`src/design/point_segment_distance_top_assert.svh`:
```
// assertion macros for the point to segment distance rtl
// depends on nothing; included by psd_queue, the only module that carries checks
`ifndef POINT_SEGMENT_DISTANCE_TOP_ASSERT_SVH
`define POINT_SEGMENT_DISTANCE_TOP_ASSERT_SVH

// same-cycle implication, disabled during reset
`define PSD_ASSERT_SAME(label, clk, rst, ante, cons, msg) \
   label: assert property (@(posedge clk) disable iff (rst) (ante) |-> (cons)) \
      else $error(msg);

// next-cycle implication, disabled during reset
`define PSD_ASSERT_NEXT(label, clk, rst, ante, cons, msg) \
   label: assert property (@(posedge clk) disable iff (rst) (ante) |=> (cons)) \
      else $error(msg);

`endif

```
`src/design/psd_pkg.sv`:
```
// shared types and constants for the point to segment distance block
// depends on nothing
`timescale 1ns / 1ps
package psd_pkg;
   localparam int unsigned PSD_COORD_WIDTH  = 32;
   localparam int unsigned PSD_LIMB_WIDTH   = 32;
   localparam int unsigned PSD_MUL_LAT      = 5;
   localparam int unsigned PSD_REGION_WIDTH = 2;

   typedef enum logic [PSD_REGION_WIDTH-1:0] {
      REGION_START    = 2'd0,
      REGION_INTERIOR = 2'd1,
      REGION_END      = 2'd2
   } region_type;

   typedef struct packed {
      logic not_empty;
      logic full;
   } psd_qstat_type;
endpackage

```
`src/design/psd_queue.sv`:
```
// two-entry queue between front end and back end
// depends on psd_pkg and the assertion macro header
`timescale 1ns / 1ps
`include "point_segment_distance_top_assert.svh"
module psd_queue #(
   parameter int unsigned DATA_W = 200
) (
   input  logic                    clock,
   input  logic                    reset,
   input  logic                    push,
   input  logic [DATA_W-1:0]       push_data,
   input  logic                    pop,
   output logic [DATA_W-1:0]       pop_data,
   output psd_pkg::psd_qstat_type  stat
);
   import psd_pkg::*;

   logic [DATA_W-1:0] mem_ff [2];
   logic              wr_ptr_ff, wr_ptr_in;
   logic              rd_ptr_ff, rd_ptr_in;
   logic [1:0]        count_ff, count_in;

   always_comb begin
      wr_ptr_in = push ? ~wr_ptr_ff : wr_ptr_ff;
      rd_ptr_in = pop ? ~rd_ptr_ff : rd_ptr_ff;
      count_in  = count_ff + {1'b0, push} - {1'b0, pop};
   end

   always_ff @(posedge clock) begin
      if (reset) begin
         wr_ptr_ff <= 1'b0;
         rd_ptr_ff <= 1'b0;
         count_ff  <= '0;
      end else begin
         wr_ptr_ff <= wr_ptr_in;
         rd_ptr_ff <= rd_ptr_in;
         count_ff  <= count_in;
      end
   end

   always_ff @(posedge clock) begin
      if (push) begin
         mem_ff[wr_ptr_ff] <= push_data;
      end
   end

   assign pop_data       = mem_ff[rd_ptr_ff];
   assign stat.not_empty = (count_ff != 2'd0);
   assign stat.full      = (count_ff == 2'd2);

   `PSD_ASSERT_SAME(q_no_overflow, clock, reset, push && stat.full, pop, "queue overflow")
   `PSD_ASSERT_SAME(q_no_underflow, clock, reset, pop, stat.not_empty, "queue underflow")
   `PSD_ASSERT_NEXT(q_fill, clock, reset, push && !pop, stat.not_empty, "queue lost a transfer")
endmodule

```
`config.mk`:
```
export PLATFORM = sky130hd
export DESIGN_NAME = psd_queue
export DESIGN_NICKNAME = d
export VERILOG_FILES = /design/src/design/psd_pkg.sv /design/src/design/psd_queue.sv
export VERILOG_INCLUDE_DIRS = /design/src /design/src/design
export SDC_FILE = /design/constraint.sdc
export NUM_CORES = 1
export LEC_CHECK = 0
export BUFFER_PORTS_ARGS = -buffer_cell sky130_fd_sc_hd__buf_2
export CAP_MARGIN = 40
export CELL_PAD_IN_SITES_DETAIL_PLACEMENT = 1
export CELL_PAD_IN_SITES_GLOBAL_PLACEMENT = 1
export CORE_MARGIN = 4
export CORE_UTILIZATION = 29
export DETAILED_ROUTE_END_ITERATION = 7
export PLACE_DENSITY = 0.67
export SLEW_MARGIN = 30
export SYNTH_ARGS = -nofsm -noshare
export SYNTH_HDL_FRONTEND = slang
export SYNTH_SLANG_ARGS = --single-unit
export TNS_END_PERCENT = 5
```
`constraint.sdc`:
```
create_clock -name clock -period 10.5 [get_ports clock]
set_input_delay 0.525 -clock clock [delete_from_list [all_inputs] [get_ports clock]]
set_output_delay 0.525 -clock clock [all_outputs]
set_load 0.05 [all_outputs]
```
## Word-level counts from Yosys, hierarchy flattened

Memory sizes are Yosys's and may differ from the RTL's. A register that Yosys moved wholly into a read port is not among the register bits.
Cells that the tools add are included.

- Bits in registers: 4
- Bits in latches: 0
- Memory bits (writable): 400
- ROM bits: 0
- Input port bits: 204
- Output and inout port bits: 202
- Logic and storage cells: 14
- Memories kept: 1

- Add/subtract/negate cells: 2
- Multiply operators: 0
- Div/mod/pow operators: 0
- Order comparisons: 0
- Eq/ne operators: 1
- Shift-type cells: 0
- Muxes and demuxes: 4
- Bitwise gates (word level): 2
- Reduce and logical (&&, ||, !) cells: 1

Memories:

| name | depth | bits a word | read ports | clocked after memory_dff | write ports | line | RTL |
|---|---|---|---|---|---|---|---|
| mem_ff | 2 | 200 | 1 | 1 | 1 | psd_queue.sv:18 | `logic [DATA_W-1:0] mem_ff [2];` |

Operator list:

| kind | number |
|---|---|
| 1-bit two-way mux | 4 |
| 2-bit by 1-bit adder with 2-bit output | 1 |
| 2-bit == test (second input constant) | 1 |
| 1-bit NOT | 2 |
| 2-bit nonzero test | 1 |
| 2-bit by 1-bit subtractor with 2-bit output | 1 |

## Longest topological paths before layout

Gate-level depths: netlist of run 1.

- Depth in word-level cells: 3
- Gate-level depth with buffers: 6

## Least setup slack after synthesis of run 1

OpenSTA, ideal clock, no wires.

- Path kind: in2reg
- Start point: in push
- End point: mem mem_ff[0][0], enable pin
- Setup time: 0.787 ns
- Arrival: 9.149 ns
- Required time: 9.713 ns
- Setup slack: 0.564 ns
- Cell stages on the path: 1
- Buffers on the path: 0
- Path through: nor2b_1

- Cells in the longest elaborated chain, start to end: 2

RTL lines:

| element | line | RTL |
|---|---|---|
| start, declared | psd_queue.sv:10 | `input logic push,` |
| 1-bit two-way mux | psd_queue.sv:42 | `if (push) begin` |
| 1-bit two-way mux (not written as such) | psd_queue.sv:43 | `mem_ff[wr_ptr_ff] <= push_data;` |
| end, declared | psd_queue.sv:18 |  |

Every way passes these cells.

==> results of run 1 <==
-- registers in the layout, summed over array words and instances, names as in the netlist, named ones only --
signal / cells
count_ff: 2
mem_ff: 400
wr_ptr_ff: 1
rd_ptr_ff: 1
-- worst reg2reg max path: stages (launching register included) --
cell,delay [ns]
dfxtp_1,0.41
and2_4,0.17
buf_6,0.56
buf_4,0.52
buf_16,0.29
-- cells by family after synthesis --
kind of cell	synth area share (%)
DFF	81.94
muxes	15.24
buffers and inverters	2.066
and+or+nand+nor	0.3133
xor gates and xnor gates	0.2709
adders and majority gates	0.1693
-- cell type report --
cell class	instances	area, um2
Fill cell	5069	31240
Sequential cell	405	12120
Multi-Input combinational cell	214	2374
Timing Repair Buffer	420	2248
Clock buffer	56	1210
Tap cell	672	840.8
Clock inverter	25	224.0
Antenna cell	7	17.52
Inverter	2	7.507
-- path summary, 6_finish.rpt --
kind,startpoint,to,slack (ns),cells past startpoint
max,flip-flop,pop_data[38],6.77,4
min,push_data[180],mem_ff[1][180],0.16,1
max reg2reg,wr_ptr_ff,mem_ff[1][159],8.20,4
min reg2reg,rd_ptr_ff,rd_ptr_ff,0.52,2
-- report_power, final --
| part | internal, mW | switching [mW] |
|---|---|---|
| clock network | 0.914 | 0.610 |
| logic | 0.187 | 0.480 |
| registers | 1.89 | 0.0274 |
-- metrics by stage --
stage	setup WS [ns]	cell area, um2	power [mW]	cells
after global placement	7.365	17430	2.604	1707
after CTS	6.663	19020	4.175	1794
after global routing	6.548	19030	4.275	1800
after floorplan	0.5639	14780	2.467	643
after detailed placement	7.291	17590	2.627	1713
final	6.766	19040	4.107	1801
-- cell usage in the layout, fill, tap and decap left out --
master       n
buf_2      405
edfxtp_1   400
mux2_2     200
clkbuf_16   47
clkinv_1    10
clkbuf_1     9
clkinv_2     8
buf_4        8
diode_2      7
nor2_1       4
bufinv_16    4
dfxtp_1      4
buf_16       4
inv_6        3
inv_1        2
nor2b_1      2
xnor2_1      2
ha_1         2
buf_12       2
or2_2        1
and2_4       1
nor2b_4      1
xnor3_1      1
dfxtp_4      1
buf_6        1
-- layer usage --
layer / vias up / routed length (um) / track usage (%)
met5: - / 20 / 0
met4: 2 / 1037 / 4.864
met3: 61 / 2269 / 3.693
met2: 232 / 18280 / 21.03
met1: 3771 / 12870 / 13.33
li1: 3473 / - / -
==> metrics, run 1 <==
H-Tree Depth 2; Worst Path Required 9.98 ns; ys async rst share 0%; cell taking the most area after synthesis edfxtp_1; Post-synth EDFFs 400; root buf cell clkbuf_16; startpoint types flip-flop; buffer and inverter count on the worst path 3; RSZ-0062 raised after global routing no; initial antenna violation count 10; grt ovf 0; Slew HR between 40% and 50%; Worst Max-Slew Pin Slew 0.8333 ns; library cells used by synthesis 13; power density cells ~220 nW/um2; Setup Total Neg Slack 0 ns; Max Clk Rate 0.2678 GHz; CTS tree done; via/cell ratio 4.186; top_reg_cell synth edfxtp_1; Skew-Pair Late Insertion Delay 0.55 ns; most common cell in the netlist edfxtp_1; clk_skew 0.008552 ns; Final Util 37.87%; postcts setup bufs 0; Port Buffers 405; maxcap violations 0; Die Y-Extent 233.8 um; synth top area cells edfxtp_1 81%, mux2_2 15%, clkbuf_8 1.9%; 1st-pass router iterations 4; synthesis-stage register bit count 405; Hold Buf Count CTS 0; Residual DRC 0; hpwl dp 24170 um; routability cong. about 0.74; Wirelength per Cell 19.14 um; Worst Path Arrival between 3 and 4 ns; Leak 7.025 nW; Critical Path Max Stage Delay 0.71 ns; Sink Count around 410; initial DRC count 263; period utilization 35.56%; maximum vdd drop 0.1109 mV; outcome complete, no violations; die area 54640 um2; Tmin final 3.734 ns; endpoint type of the worst setup path output port; Post-Syn Nets 849; crit-path max FO 63; layout cells sized above 1 61.14%; Via Count 7539; number of synthesis warnings 0; vias in the first global route 8205; mapped cell area 14780 um2; critical path's top delay family buffers and inverters; post-synth top area share 81.27%; Slew Viols, Final 0; die width between 200 and 250 um; register area share after synthesis approximately 82%; final setup fails 0; area delta synth->final 28.80%; clock buffer depth 3; CP dominant cell by count buf_4; Initial Utilization 29.40%; row cnt 82; cts bufs inserted 45; WS Path Type flip-flop to output port; slowest cell on the critical path buf_4; post_cts resized 0; Core Region 50270 um2; final wirelength 34470 um; Cells after Synth ~640; Final Hold Fails 0; HP Class primary input to flip-flop; Reg clk slew, reported paths 0.06 ns; final hold slack 0.1560 ns; Layout Nets 1294; Antenna Nets Post-Route 0; wire length of the first global-routing pass 49280 um; list of most frequent post-synthesis cells 400 x edfxtp_1, 200 x mux2_2, 20 x clkbuf_8; largest net degree at the start of global routing 74; IO Pins slightly above 400; CP Cell Sequence buf_4 > buf_4 > mux2_2 > buf_2; GRT Resource Usage Total roughly an eighth; average instance area after synthesis 22.99 um2
Note: power is estimated with default switching activity, not from simulation.
==> run 2, diff against run 1 <==
==> constraint.sdc (replaced) <==
create_clock -name clock -period 3.25 [get_ports clock]
set_input_delay 0.1625 -clock clock [delete_from_list [all_inputs] [get_ports clock]]
set_output_delay 0.1625 -clock clock [all_outputs]
set_load 0.05 [all_outputs]
==> run 2 against run 1 <==
Compared with the run above: utilization is 4.2 points higher; worst setup slack worse by 6.1 ns; die area is the same; flip-flop and latch count unchanged; cell count increased by 12%; critical endpoint is now pop_data[12]; largest power group unchanged; highest routed layer is now met4.
==> metrics, run 2 (synthesis gave the netlist of run 1 again) <==
1st-pass router iterations 4; CTS tree done; HP Class primary input to flip-flop; Core Region between 50000 and 60000 um2; Antenna Nets Post-Route 0; switching power roughly 3.8 mW; Port Buffers 405; commonest non-fill, non-tap cell in the layout buf_2; GRT Resource Usage Total 14.08%; Die Y-Extent 233.8 um; Clock Power Share 36.1%; clock buffer depth 3; outcome complete, no violations; IO Pins 406; area delta synth->final 43.05%; Skew-Pair Late Insertion Delay between 0.5 and 0.6 ns; maximum vdd drop roughly 0.48 mV; Initial Utilization around 29%; total power 13.50 mW; Worst Max-Slew Pin Slew 0.8867 ns; routability cong. 0.7504; cts bufs inserted 45; Leak approximately 7.9 nW; final setup fails 0; Final Hold Fails 0; via/cell ratio 4.241; largest reg by FF count mem_ff; Comb pwr share 17.9%; period utilization 78.21%; Tmin final 2.542 ns; die area 54640 um2; post_cts resized 0; Wirelength per Cell 19.86 um; grt ovf 0; H-Tree Depth 2; maxcap violations 0; power density cells 638.6 nW/um2; postcts setup bufs 0; largest registers mem_ff x400, count_ff x2; sw frac 27.79%; row cnt between 80 and 90; startpoint types flip-flop; Worst Path Required between 3 and 4 ns; Hold Buf Count CTS a little over 200; Slew Viols, Final 0; Sink Count 405; layout cells sized above 1 52.69%; hpwl dp 24490 um; Layout Nets 1506; final hold slack 0.3247 ns; placed cell area 17660 um2; layout filler cell count 5062; wire length of the first global-routing pass 58530 um; initial DRC count 408; Via Count about 8500; crit-path max FO 41; Slew HR 40.88%; initial antenna violation count 2; Worst Path Arrival 2.38 ns; Largest register FFs 400; Setup Total Neg Slack 0 ns; leading cell types in the layout, fill and taps excluded 405 x buf_2, 400 x edfxtp_1, 204 x dlygate4sd3_1; Max Clk Rate 0.3934 GHz; WS Path Type flip-flop to output port; die width ~230 um; Residual DRC 0; final wirelength 39920 um; part of the power in registers 46.0%; RSZ-0062 raised after global routing no; vias in the first global route 9577; root buf cell clkbuf_16; largest net degree at the start of global routing 133; Reg clk slew, reported paths 0.06 ns; clk_skew about 0.023 ns; P_int between 9 and 10 mW; final instance area 21140 um2; endpoint type of the worst setup path output port
run 2: power groups by stage:
| stage | sequential [mW] | combinational [mW] | clock [mW] |
|---|---|---|---|
| CTS | 6.21 | 2.42 | 5.05 |
| finish | 6.21 | 2.42 | 4.88 |
| detailed placement | 6.32 | 2.21 | 0 |
| global placement | 6.29 | 2.18 | 0 |
| floorplan | 6.29 | 1.63 | 0 |
| global route | 6.23 | 2.53 | 5.29 |
run 2: path summary, 6_finish.rpt:
kind | slack [ns] | startpoint | cells past startpoint | to
min reg2reg | 0.55 | wr_ptr_ff | 2 | wr_ptr_ff
min | 0.32 | push_data[169] | 2 | mem_ff[1][169]
max reg2reg | 1.61 | wr_ptr_ff | 2 | mem_ff[1][81]
max | 0.71 | flip-flop | 3 | pop_data[12]
run 2: layout make-up:
| type | instances | area (um2) | area share (%) |
|---|---|---|---|
| tap | 672 | 840.8 | 3.977 |
| timing repair buffer | 632 | 4362 | 20.63 |
| multi-input combinational | 214 | 2374 | 11.23 |
| antenna | 2 | 5.005 | 0.02367 |
| clock inverter | 23 | 153.9 | 0.7279 |
| inverter | 2 | 7.507 | 0.03551 |
| sequential | 405 | 12120 | 57.31 |
| clock buffer | 60 | 1285 | 6.077 |
run 2: worst max-delay path, cell delays in order, from the launching register on:
cell     delay, ns
dfxtp_4       0.80
buf_4         0.40
mux2_2        0.38
buf_2         0.21
run 2: metrics by stage:
stage,instances,setup slack [ns],utilization (%)
2_1_floorplan,643,-0.4573,-
3_3_place_gp,1720,1.258,35.07
3_5_place_dp,1721,1.250,35.12
4_1_cts,2008,0.6151,42.05
5_1_grt,2010,0.5534,42.06
6_report,2010,0.7083,42.06
run 2: metal layers:
metal | wire length, um | global-route usage (%) | vias up
li1 | - | - | 3885
met1 | 14770 | 15.54 | 4320
met2 | 21880 | 26.36 | 256
met3 | 2300 | 3.693 | 63
met4 | 970 | 4.419 | 0
met5 | 0 | 0 | -
